<file path="src/hsvr_pkg.sv">
// ----------------------------------------------------------------------------
// hsvr_pkg
// Shared types, constants and 8-bit scaling functions for the rainbow
// HSV to RGB converter.
// ----------------------------------------------------------------------------
`default_nettype none

package hsvr_pkg;

   // Hue sector position scaling constants
   localparam int unsigned THIRD_MULT     = 256 / 3;
   localparam int unsigned TWOTHIRD_MULT  = (256 * 2) / 3;
   localparam logic [7:0]  FULL_LEVEL     = 8'd255;
   localparam logic [7:0]  ZERO_LEVEL     = 8'd0;

   // Input item
   typedef struct packed {
      logic [7:0] hue;
      logic [7:0] saturation;
      logic [7:0] brightness;
   } req_type;

   // Result item
   typedef struct packed {
      logic [7:0] red;
      logic [7:0] green;
      logic [7:0] blue;
   } rsp_type;

   // Stage 1 -> stage 2: raw rainbow color plus precomputed scale factors
   typedef struct packed {
      rsp_type    color;
      logic       sat_full;
      logic       sat_zero;
      logic [7:0] desat;
      logic       val_full;
      logic [7:0] val_sq;
   } hue_out_type;

   // Stage 2 -> stage 3: desaturated color plus brightness factor
   typedef struct packed {
      rsp_type    color;
      logic       val_full;
      logic [7:0] val_sq;
   } sat_out_type;

   // (a*b) >> 8
   function automatic logic [7:0] scale8(input logic [7:0] a, input logic [7:0] b);
      logic [15:0] prod;
      prod = 16'(a) * 16'(b);
      return prod[15:8];
   endfunction

   // (a*b) >> 8, plus one when both operands are nonzero
   function automatic logic [7:0] scale8_video(input logic [7:0] a,
                                               input logic [7:0] b);
      logic [7:0] base;
      logic       bump;
      base = scale8(a, b);
      bump = (a != ZERO_LEVEL) && (b != ZERO_LEVEL);
      return base + {7'd0, bump};
   endfunction

endpackage

`default_nettype wire

</file>
<file path="src/hsvr_hue_stage.sv">
// ----------------------------------------------------------------------------
// hsvr_hue_stage
// First pipeline stage: maps hue onto the rainbow sectors and squares the
// saturation complement and the brightness for the later stages.
// ----------------------------------------------------------------------------
`default_nettype none

module hsvr_hue_stage
   import hsvr_pkg::*;
(
   input  wire logic        clock,
   input  wire logic        reset,
   input  wire logic        enable,
   input  wire logic        in_valid,
   input  wire req_type     in_data,
   output      logic        out_valid,
   output      hue_out_type out_data
);

   logic        valid_ff;
   hue_out_type data_ff;
   hue_out_type data_in;

   logic [7:0] pos8;
   logic [7:0] third;
   logic [7:0] twothirds;
   logic [7:0] sat_inv;
   logic [2:0] sector;

   // Rainbow sector map with yellow boost
   always_comb begin
      pos8      = {in_data.hue[4:0], 3'b000};
      third     = scale8(pos8, 8'(THIRD_MULT));
      twothirds = scale8(pos8, 8'(TWOTHIRD_MULT));
      sector    = in_data.hue[7:5];
      sat_inv   = FULL_LEVEL - in_data.saturation;

      data_in = '0;
      unique case (sector)
         3'd0: begin
            data_in.color = '{red: FULL_LEVEL - third, green: third, blue: ZERO_LEVEL};
         end
         3'd1: begin
            data_in.color = '{red: 8'd171, green: 8'd85 + third, blue: ZERO_LEVEL};
         end
         3'd2: begin
            data_in.color = '{red: 8'd171 - twothirds, green: 8'd170 + third,
                              blue: ZERO_LEVEL};
         end
         3'd3: begin
            data_in.color = '{red: ZERO_LEVEL, green: FULL_LEVEL - third, blue: third};
         end
         3'd4: begin
            data_in.color = '{red: ZERO_LEVEL, green: 8'd171 - twothirds,
                              blue: 8'd85 + twothirds};
         end
         3'd5: begin
            data_in.color = '{red: third, green: ZERO_LEVEL, blue: FULL_LEVEL - third};
         end
         3'd6: begin
            data_in.color = '{red: 8'd85 + third, green: ZERO_LEVEL, blue: 8'd171 - third};
         end
         default: begin
            data_in.color = '{red: 8'd170 + third, green: ZERO_LEVEL, blue: 8'd85 - third};
         end
      endcase

      // Scale factors for the later stages
      data_in.sat_full = (in_data.saturation == FULL_LEVEL);
      data_in.sat_zero = (in_data.saturation == ZERO_LEVEL);
      data_in.desat    = scale8_video(sat_inv, sat_inv);
      data_in.val_full = (in_data.brightness == FULL_LEVEL);
      data_in.val_sq   = scale8_video(in_data.brightness, in_data.brightness);
   end

   // Stage register
   always_ff @(posedge clock) begin
      if (reset) begin
         valid_ff <= 1'b0;
      end else if (enable) begin
         valid_ff <= in_valid;
      end
      if (enable) begin
         data_ff <= data_in;
      end
   end

   assign out_valid = valid_ff;
   assign out_data  = data_ff;

endmodule

`default_nettype wire

</file>
<file path="src/hsvr_sat_stage.sv">
// ----------------------------------------------------------------------------
// hsvr_sat_stage
// Second pipeline stage: pulls the color toward the saturation floor.
// ----------------------------------------------------------------------------
`default_nettype none

module hsvr_sat_stage
   import hsvr_pkg::*;
(
   input  wire logic        clock,
   input  wire logic        reset,
   input  wire logic        enable,
   input  wire logic        in_valid,
   input  wire hue_out_type in_data,
   output      logic        out_valid,
   output      sat_out_type out_data
);

   logic        valid_ff;
   sat_out_type data_ff;
   sat_out_type data_in;
   logic [7:0]  keep;

   // Desaturation: full keeps color, zero gives white
   always_comb begin
      keep             = FULL_LEVEL - in_data.desat;
      data_in.val_full = in_data.val_full;
      data_in.val_sq   = in_data.val_sq;
      priority if (in_data.sat_full) begin
         data_in.color = in_data.color;
      end else if (in_data.sat_zero) begin
         data_in.color = '{red: FULL_LEVEL, green: FULL_LEVEL, blue: FULL_LEVEL};
      end else begin
         data_in.color.red   = scale8(in_data.color.red, keep) + in_data.desat;
         data_in.color.green = scale8(in_data.color.green, keep) + in_data.desat;
         data_in.color.blue  = scale8(in_data.color.blue, keep) + in_data.desat;
      end
   end

   // Stage register
   always_ff @(posedge clock) begin
      if (reset) begin
         valid_ff <= 1'b0;
      end else if (enable) begin
         valid_ff <= in_valid;
      end
      if (enable) begin
         data_ff <= data_in;
      end
   end

   assign out_valid = valid_ff;
   assign out_data  = data_ff;

endmodule

`default_nettype wire

</file>
<file path="src/hsvr_val_stage.sv">
// ----------------------------------------------------------------------------
// hsvr_val_stage
// Third pipeline stage: scales all channels by the squared brightness and
// holds the result item.
// ----------------------------------------------------------------------------
`default_nettype none

module hsvr_val_stage
   import hsvr_pkg::*;
(
   input  wire logic        clock,
   input  wire logic        reset,
   input  wire logic        enable,
   input  wire logic        in_valid,
   input  wire sat_out_type in_data,
   output      logic        out_valid,
   output      rsp_type     out_data
);

   logic    valid_ff;
   rsp_type data_ff;
   rsp_type data_in;

   // Brightness scaling: full passes, zero square gives black
   always_comb begin
      priority if (in_data.val_full) begin
         data_in = in_data.color;
      end else if (in_data.val_sq == ZERO_LEVEL) begin
         data_in = '{red: ZERO_LEVEL, green: ZERO_LEVEL, blue: ZERO_LEVEL};
      end else begin
         data_in.red   = scale8(in_data.color.red, in_data.val_sq);
         data_in.green = scale8(in_data.color.green, in_data.val_sq);
         data_in.blue  = scale8(in_data.color.blue, in_data.val_sq);
      end
   end

   // Output register
   always_ff @(posedge clock) begin
      if (reset) begin
         valid_ff <= 1'b0;
      end else if (enable) begin
         valid_ff <= in_valid;
      end
      if (enable) begin
         data_ff <= data_in;
      end
   end

   assign out_valid = valid_ff;
   assign out_data  = data_ff;

endmodule

`default_nettype wire

</file>
<file path="src/hsv_rainbow_to_rgb_top.sv">
// Items pass the hue map, saturation and brightness registers in order. One
// item per cycle while no result is stalled; three register stages (hue map,
// saturation, brightness), each with one set of 8x8 multipliers.
// The whole pipeline holds while the result waits under rsp_stall.
// Reset: synchronous, active high; clears the stage valid bits only.
// ----------------------------------------------------------------------------
// hsv_rainbow_to_rgb_top
// Rainbow HSV to RGB converter for LED pixel streams.
// ----------------------------------------------------------------------------
`default_nettype none

module hsv_rainbow_to_rgb_top
   import hsvr_pkg::*;
(
   input  wire logic    clock,
   input  wire logic    reset,
   input  wire logic    req_valid,
   output      logic    req_stall,
   input  wire req_type req_data,
   output      logic    rsp_valid,
   input  wire logic    rsp_stall,
   output      rsp_type rsp_data
);

   logic        advance;
   logic        hue_valid;
   hue_out_type hue_data;
   logic        sat_valid;
   sat_out_type sat_data;

   // Pipeline moves unless a finished item is held at the output
   assign advance   = !(rsp_valid && rsp_stall);
   assign req_stall = !advance;

   hsvr_hue_stage u_hue (
      .clock     (clock),
      .reset     (reset),
      .enable    (advance),
      .in_valid  (req_valid),
      .in_data   (req_data),
      .out_valid (hue_valid),
      .out_data  (hue_data)
   );

   hsvr_sat_stage u_sat (
      .clock     (clock),
      .reset     (reset),
      .enable    (advance),
      .in_valid  (hue_valid),
      .in_data   (hue_data),
      .out_valid (sat_valid),
      .out_data  (sat_data)
   );

   hsvr_val_stage u_val (
      .clock     (clock),
      .reset     (reset),
      .enable    (advance),
      .in_valid  (sat_valid),
      .in_data   (sat_data),
      .out_valid (rsp_valid),
      .out_data  (rsp_data)
   );

endmodule

`default_nettype wire

</file>
<file path="config.mk">
export PLATFORM = sky130hd
export DESIGN_NAME = hsv_rainbow_to_rgb_top
export DESIGN_NICKNAME = d
export VERILOG_FILES = /design/src/hsvr_pkg.sv /design/src/hsvr_hue_stage.sv /design/src/hsvr_sat_stage.sv /design/src/hsvr_val_stage.sv /design/src/hsv_rainbow_to_rgb_top.sv
export SDC_FILE = /design/constraint.sdc
export NUM_CORES = 1
export LEC_CHECK = 0
export ABC_AREA = 1
export BUFFER_PORTS_ARGS = -buffer_cell sky130_fd_sc_hd__buf_2
export CAP_MARGIN = 20
export CORE_MARGIN = 1.5
export CORE_UTILIZATION = 60
export DETAILED_ROUTE_END_ITERATION = 16
export PLACE_DENSITY = 0.84
export SLEW_MARGIN = 25
export SYNTH_ARGS = -nofsm -noshare
export SYNTH_HDL_FRONTEND = slang
export SYNTH_SLANG_ARGS = --single-unit
</file>
<file path="constraint.sdc">
create_clock -name clock -period 5.9 [get_ports clock]
set_input_delay 0.59 -clock clock [delete_from_list [all_inputs] [get_ports clock]]
set_output_delay 0.59 -clock clock [all_outputs]
set_load 0.02 [all_outputs]
</file>
### Yosys cells after proc, flatten, opt, wreduce, memory -nomap -nowiden

Index checks and enable logic that the tools add are counted.

| storage, ports and cells | value |
|---|---|
| latch bits | 0 |
| memories kept | 0 |
| memory bits (read-only) | 0 |
| flip-flop bits (word level) | 103 |
| word-level logic and storage cells | 62 |
| input bits | 28 |
| bits in writable memories | 0 |

| cells by class | value |
|---|---|
| bitwise operators | 0 |
| divide/modulo/power cells | 0 |
| multipliers | 10 |
| reduce and logical (&&, ||, !) cells | 6 |
| $lt $le $gt $ge | 0 |
| equality and inequality tests | 8 |
| shift operators | 0 |
| multiplexer cells | 5 |
| $add $sub $neg | 14 |

Operators by type and width:

| cell | count |
|---|---|
| one-hot mux 24 bit (7 select lines) | 1 |
| multiplier 8 x 8 -> 16 bit | 8 |
| 2-to-1 mux 24 bit | 4 |
| adder 8 bit | 3 |
| multiplier 5 x 7 -> 12 bit (second input constant) | 2 |
| subtractor 8 bit (first input constant) | 3 |
| adder 8 x 1 -> 8 bit | 2 |
| == test 8 bit (second input constant) | 2 |
| zero test 8 bit | 2 |
| nonzero test 8 bit | 2 |
| subtractor 8 x 7 -> 8 bit (first input constant) | 2 |
| == test 3 bit (second input constant) | 3 |
| adder 7 x 7 -> 8 bit (first input constant) | 1 |
| adder 7 x 8 -> 8 bit (first input constant) | 1 |
| adder 8 x 7 -> 8 bit (first input constant) | 1 |
| subtractor 7 x 7 -> 8 bit (first input constant) | 1 |
| == test 3 x 2 -> 1 bit (second input constant) | 2 |
| == test 3 x 1 -> 1 bit (second input constant) | 1 |
| zero test 3 bit | 1 |
| logical AND 1 bit | 1 |

### Depth between registers and ports, before layout

Gate-level depths: netlist of run 1.

| depth | value |
|---|---|
| depth in word-level cells | 5 |
| mapped depth | 34 |
| depth with buffers taken out | 33 |

### By module

Synthesis of run 1 repeated with hierarchy kept, for this count alone.

| second synthesis, totals | value |
|---|---|
| cell total of the unflattened synthesis | 3120 |
| area, all modules | 22796.9 um^2 |

Modules (own cells, without submodules):

| module | instances | area an instance (um^2) | seq. area each (um^2) | cells each |
|---|---|---|---|---|
| hsvr_sat_stage | 1 | 8136.6 | 1011.0 | 1047 |
| hsvr_val_stage | 1 | 7686.1 | 740.7 | 1106 |
| hsvr_hue_stage | 1 | 6964.2 | 1311.3 | 965 |
| hsv_rainbow_to_rgb_top | 1 | 10.0 | 0.0 | 2 |

### Worst setup path after synthesis of run 1

No wires, ideal clock.

| timing path | value |
|---|---|
| path kind | register -> register |
| from | register u_hue.data_ff, in the netlist u_hue.out_data[14] |
| to | register u_sat.data_ff, in the netlist u_sat.out_data[23] (data pin) |
| setup slack | 0.534 ns |
| buffers on the path | 1 |
| stages on the path, launching flop included | 25 |
| arrival time | 5.111 ns |
| path through | edfxtp_1 -> clkbuf_1 -> inv_1 -> nand2_1 -> fa_1 -> fa_1 -> inv_1 -> fa_1 -> inv_1 -> fa_1 -> inv_1 -> ha_1 -> a21oi_1 -> o21ai_0 -> a21o_1 -> xor2_1 -> ha_1 -> inv_1 -> fa_1 -> o21ai_0 -> a21oi_1 -> o21bai_1 -> xor2_1 -> o21ai_0 -> inv_1 |

RTL lines:

| item | RTL line | text |
|---|---|---|
| start: declaration | hsvr_hue_stage.sv:21 | `hue_out_type data_ff;` |
| start signal: assignment | hsvr_hue_stage.sv:84 | `data_ff <= data_in;` |
| end signal: assignment | hsvr_sat_stage.sv:48 | `data_ff <= data_in;` |
| end: declaration | hsvr_sat_stage.sv:20 | `sat_out_type data_ff;` |

==> results of run 1 <==
-- state kept, by name, indices dropped and copies added, names as in the netlist --
| signal | flops |
|---|---|
| u_hue.out_data | 43 |
| u_val.out_data | 24 |
| u_val.out_valid | 1 |
| u_hue.out_valid | 1 |
| u_sat.out_valid | 1 |
| u_sat.out_data | 33 |
-- per-layer routing --
metal	wire length (µm)	share of wire (%)	vias to the layer above	global-route usage (%)
met5	17	0.031	-	0
met4	1922	3.5	2	11.62
met3	3720	6.9	146	4.166
met2	26110	48	763	51.03
met1	22400	41	9318	36.81
li1	-	-	9499	-
-- cell type report --
class / count / area, µm² / share of cell area (%)
clock inverters: 7 / 115.1 / 0.4878
clock buffers: 9 / 225.2 / 0.9545
well taps: 504 / 630.6 / 2.672
flip-flops and latches: 103 / 3063 / 12.98
inverters: 702 / 2635 / 11.17
repair buffers: 70 / 407.9 / 1.729
multi-input cells: 2202 / 16520 / 70.01
-- through the flow --
stage	hold WS, ps	util, %	setup slack, ps	instance area (µm²)
finish	378.8	63.99	324.9	23600
global route	369.0	63.99	6.406	23600
CTS	361.3	63.95	277.1	23580
detailed placement	408.4	63.02	285.5	23240
global placement	401.9	63.02	423.0	23240
floorplan	400.3	-	533.6	22630
-- worst max-delay path by stage --
| stage | slack (ps) | cells past startpoint | end | from |
|---|---|---|---|---|
| 5_1_grt | 6 | 31 | u_sat.out_data[24] | u_hue.out_data[15] |
| 3_5_place_dp | 290 | 24 | u_sat.out_data[15] | u_hue.out_data[14] |
| 2_1_floorplan | 530 | 24 | u_sat.out_data[23] | u_hue.out_data[14] |
| 4_1_cts | 280 | 23 | u_sat.out_data[15] | u_hue.out_data[23] |
| 6_report | 320 | 23 | u_sat.out_data[15] | u_hue.out_data[23] |
| 3_3_place_gp | 420 | 22 | u_sat.out_data[23] | u_hue.out_data[11] |
-- worst reg2reg max path, cell delays in order (launching register included) --
cell and delay, ps:
edfxtp_1 450, inv_1 250, nor2_1 100, fa_1 440, fa_1 490, fa_1 540, inv_1 50, fa_1 470
inv_1 40, ha_1 320, nand2_1 100, o21ai_0 240, a21oi_1 80, xor2_1 160, inv_1 80, ha_1 170
inv_1 60, fa_1 430, o21ai_1 220, a21oi_1 100, o21bai_1 210, xor2_1 110, o21ai_0 150, inv_1 60
-- timing repair --
| item | in CTS | in global routing |
|---|---|---|
| hold endpoints to repair | 0 | 0 |
| resized for setup | 0 | 9 |
| setup endpoints to repair | 0 | 4 |
-- cell families after synthesis --
group | share of synthesized area, %
and+or+nand+nor | 24.12
xor gates and xnor gates | 2.588
DFF | 13.54
other | 0.01657
AOI/OAI and AO/OA | 6.332
buffers and inverters | 13.51
adders and majority gates | 39.89
-- synthesized netlist by cell type, types with 5 or more instances --
| library cell | n |
|---|---|
| a21o_1 | 9 |
| a21oi_1 | 102 |
| a31oi_1 | 5 |
| buf_1 | 9 |
| buf_2 | 14 |
| buf_6 | 5 |
| clkbuf_1 | 62 |
| edfxtp_1 | 100 |
| fa_1 | 264 |
| ha_1 | 299 |
| inv_1 | 696 |
| nand2_1 | 761 |
| nand2_2 | 16 |
| nand3_1 | 147 |
| nand3_2 | 5 |
| nand3b_1 | 18 |
| nand4_1 | 25 |
| nor2_1 | 299 |
| nor2_2 | 6 |
| nor3_1 | 25 |
| nor4_1 | 9 |
| o21a_1 | 5 |
| o21ai_0 | 58 |
| o21ai_1 | 8 |
| o21bai_1 | 25 |
| o22ai_1 | 18 |
| xnor2_1 | 22 |
| xor2_1 | 43 |
==> flow_summary.toml, run 1 <==
[logic_synthesis]
async_flop_share_pct = 0
yosys-top-cells-area = "fa_1, ha_1, edfxtp_1"
yosysTopAreaCellShare_pct = 23.36
ys_seq_elements = 103
synth_fp_nets = 3692
synth_edf_count = 100
synth.distinct_cells = 50
syn_area_um2 = 22630
yosysWarningCount = 0
syn_inst = 3101
synthFlopType = "edfxtp_1"
yosysTopAreaCell = "fa_1"
synth.avg_cell_area_um2 = 7.297
ys_seq_area_share_pct = 13.54

[cts]
cts_tree = "done"
cts_buffers = 9
cts-root-buf = "clkbuf_16"
clk_pin_slew_ps = 90
post-cts-setup-buffers = 0
cts_sinks = 103
h-tree-depth = 3
insertion_delay_ps = 390
cts_buffer_depth = 2
postCtsHoldBufs = 0

[critical_path]
slowest_delay_ps = 540
crit_top_cell = "inv_1"
crit_type = "reg2reg"
cp_top_family = "adder cells"
crit_buf_inv = 6
cp-end-kind = "flop"
cp.required_ps = 6060
critPathArrivalTime_ps = 5730
cp-start-kind = "flop"
cp_max_fo = 7
ff2ff_path_depth = 23
slowest_stage = "fa_1"
r2r_end = "u_sat.out_data[15]"
r2r-start = "u_hue.out_data[23]"
rrSetupSlack_ps = 320
cp_cell_sequence = "inv_1, nor2_1, fa_1, fa_1, fa_1, inv_1, fa_1, inv_1, ha_1, nand2_1, o21ai_0, a21oi_1, xor2_1, inv_1, ha_1, inv_1, fa_1, o21ai_1, a21oi_1, o21bai_1, xor2_1, o21ai_0, inv_1"

[sta]
worst_slew_pin_slew_ps = 1023
fin_setup_tns_ps = 0
clock_skew_ps = 17.52
finalSetupViolCount = 0
rsz0062_at_grt = "no"
fin_crit_sh_pct = 94.49
slew_viol_final = 0
timing.fmax_mhz = 179.4
finalHoldViolations = 0
slew_headroom_pct = 31.80
period_needed_ps = 5575

[hold_path]
min_path_cells = 2
min_path_type = "in2reg"
hold_path_end = "u_sat.out_valid"
holdCritStartpoint = "reset"

[grt]
grt_max_degree = 54
grt_pass1_wl_um = 92680
grt_antenna_before_repair = 1
grt.total_usage_pct = 29.35
grt_pass1_vias = 20098
grt-ovfl-total = 0

[route]
drtPass1Iterations = 7
route.detailed.wl_per_inst_um = 15.06
wirelength_um = 54170
viasPerCell = 5.485
first_iter_violations = 1406
ant_nets = 0
via_count = 19728
drc = 0

[die]
die_height_um = 197.2
rows = 70
fp.dieW_um = 197.2
dieArea_um2 = 38890
io_pins = 54
core_um2 = 36870
initial_core_util_pct = 61.36

[placement]
dp.cells = 3581
dp_hpwl_um = 43850
port_buffers = 53
gp_congestion = 0.9696

[final_layout]
layout.nets = 3679
final_layout_size_suffix_gt1_share_pct = 4.138
final_common_cell = "nand2_1"
syn_to_final_growth_pct = 4.286
finalNonFillerCells = 3597
layout_common_cells = "nand2_1, inv_1, ha_1, nor2_1, fa_1"
fillers = 3168
n_antenna_cell = 0

[job]
drv_cap = 0

[outcome]
outcome = "completed"
Power of run 1 is not shown: default switching activity piles up to over one toggle a cycle in this logic, so the estimate is an artifact.
==> inputs of run 2 (changes only) <==
--- a/config.mk
+++ b/config.mk
@@ -9,9 +9,9 @@
 export BUFFER_PORTS_ARGS = -buffer_cell sky130_fd_sc_hd__buf_2
 export CAP_MARGIN = 20
 export CORE_MARGIN = 1.5
-export CORE_UTILIZATION = 60
+export CORE_UTILIZATION = 40
 export DETAILED_ROUTE_END_ITERATION = 16
-export PLACE_DENSITY = 0.84
+export PLACE_DENSITY = 0.62
 export SLEW_MARGIN = 25
 export SYNTH_ARGS = -nofsm -noshare
 export SYNTH_HDL_FRONTEND = slang
==> run 2 against run 1 <==
Effect of this change: die area is 49% higher; first-iteration DRC count fell by 17%; worst setup slack improved by 90 ps; highest routed layer is now met4; worst hold slack lost 1.3 ps; non-clock buffer count rose by 11; flip-flop and latch count unchanged; register-to-register slack improved by 90 ps; cell count grew 7.1%; routed wire length is 2.8% lower; cell area rose by 1.6%.
==> flow_summary.toml, run 2 (same netlist as run 1, synthesis figures left out) <==
[cts]
cts_sinks = 103
cts_buffers = 9
postCtsHoldBufs = 0
cts_tree = "done"
cts-root-buf = "clkbuf_16"
h-tree-depth = 3
clk_pin_slew_ps = 80
cts_buffer_depth = 2
insertion_delay_ps = 400

[sta]
fin_crit_sh_pct = 92.97
fin_setup_tns_ps = 0
timing.fmax_mhz = 182.3
finalSetupViolCount = 0
period_needed_ps = 5485
worst_slew_pin_slew_ps = 1060
rsz0062_at_grt = "no"
slew_viol_final = 0
clock_skew_ps = 14.81
finalHoldViolations = 0
slew_headroom_pct = 29.31

[final_layout]
final_common_cell = "nand2_1"
layout.nets = 3690
fillers = 5737
n_antenna_cell = 0
syn_to_final_growth_pct = 5.961
multiInputGateArea_um2 = 16520
final_layout_size_suffix_gt1_share_pct = 4.478
layout_common_cells = "nand2_1, inv_1, nor2_1, ha_1, fa_1"
largest_reg_flops = 43
finalNonFillerCells = 3852
seqCellArea_um2 = 3063

[grt]
grt_max_degree = 53
grt-ovfl-total = 0
grt_pass1_vias = 18447
grt_pass1_wl_um = 90110
grt_antenna_before_repair = 0
grt.total_usage_pct = 19.16

[route]
ant_nets = 0
viasPerCell = 4.921
via_count = 18956
route.detailed.wl_per_inst_um = 13.67
drc = 0
first_iter_violations = 1164
wirelength_um = 52680
drtPass1Iterations = 6

[critical_path]
crit_type = "reg2reg"
critPathArrivalTime_ps = 5630
cp_max_fo = 7
ff2ff_path_depth = 24
cp-start-kind = "flop"
cp.required_ps = 6050
cp-end-kind = "flop"

[placement]
dp.cells = 3836
port_buffers = 53
gp_congestion = 0.9056
dp_hpwl_um = 42700

[hold_path]
min_path_type = "in2reg"
min_path_cells = 2

[die]
io_pins = 54
rows = 86
fp.dieW_um = 240.8
core_um2 = 55520
die_height_um = 240.8
dieArea_um2 = 58000
initial_core_util_pct = 40.75

[outcome]
outcome = "completed"

[job]
drv_cap = 0
run 2: routing by layer:
metal	routed length (µm)	track usage, %	part of all wire (%)
met3	2732	2.654	5.2
met4	739	4.072	1.4
met5	0	0	0
met1	25100	26.58	48
met2	24110	31.80	46
run 2: layout make-up:
| cell class | instances | share of cell area (%) |
|---|---|---|
| clock inverters | 7 | 0.4071 |
| well taps | 748 | 3.904 |
| repair buffers | 81 | 2.051 |
| clock buffers | 9 | 0.9394 |
| multi-input cells | 2202 | 68.92 |
| flip-flops and latches | 103 | 12.78 |
| inverters | 702 | 11.01 |
run 2: final timing paths:
check,endpoint,slack [ps],from
hold reg to reg,u_sat.out_data[7],420,u_hue.out_data[7]
setup / recovery,u_sat.out_data[14],410,u_hue.out_data[24]
hold / removal,u_val.out_valid,380,reset
setup reg to reg,u_sat.out_data[14],410,u_hue.out_data[24]
run 2: worst max-delay path: stages, from the launching register on:
cell and delay, ps:
edfxtp_1 440, inv_1 270, nor2_1 100, fa_1 490
fa_1 500, fa_1 480, inv_1 50, fa_1 500
inv_1 50, ha_1 350, nand2_1 120, nor2_1 120
nor2_1 40, o21ai_1 160, a21oi_1 130, xnor2_1 150
ha_1 340, a21oi_1 140, nand2_1 120, a21oi_1 150
nor2_1 50, nor2_1 110, xor2_1 70, o21ai_0 220
inv_1 60
run 2: per-stage QoR:
stage	hold slack (ps)	setup WS, ps	instance area, µm²	utilization, %
final	377.5	414.8	23980	43.18
after global routing	377.9	5.425	23980	43.18
after CTS	352.3	345.0	23960	43.16
after detailed placement	404.5	356.3	23640	42.57
after global placement	400.5	318.4	23640	42.57
after floorplan	400.3	533.6	22630	-
run 2: timing repair:
action                                  4_1_cts  5_1_grt
endpoints found under the hold margin         0        0
endpoints found under the setup margin        0        4
gates resized for setup                       0        5
buffers inserted                              0        0
Power of run 2 is left out for the same reason.
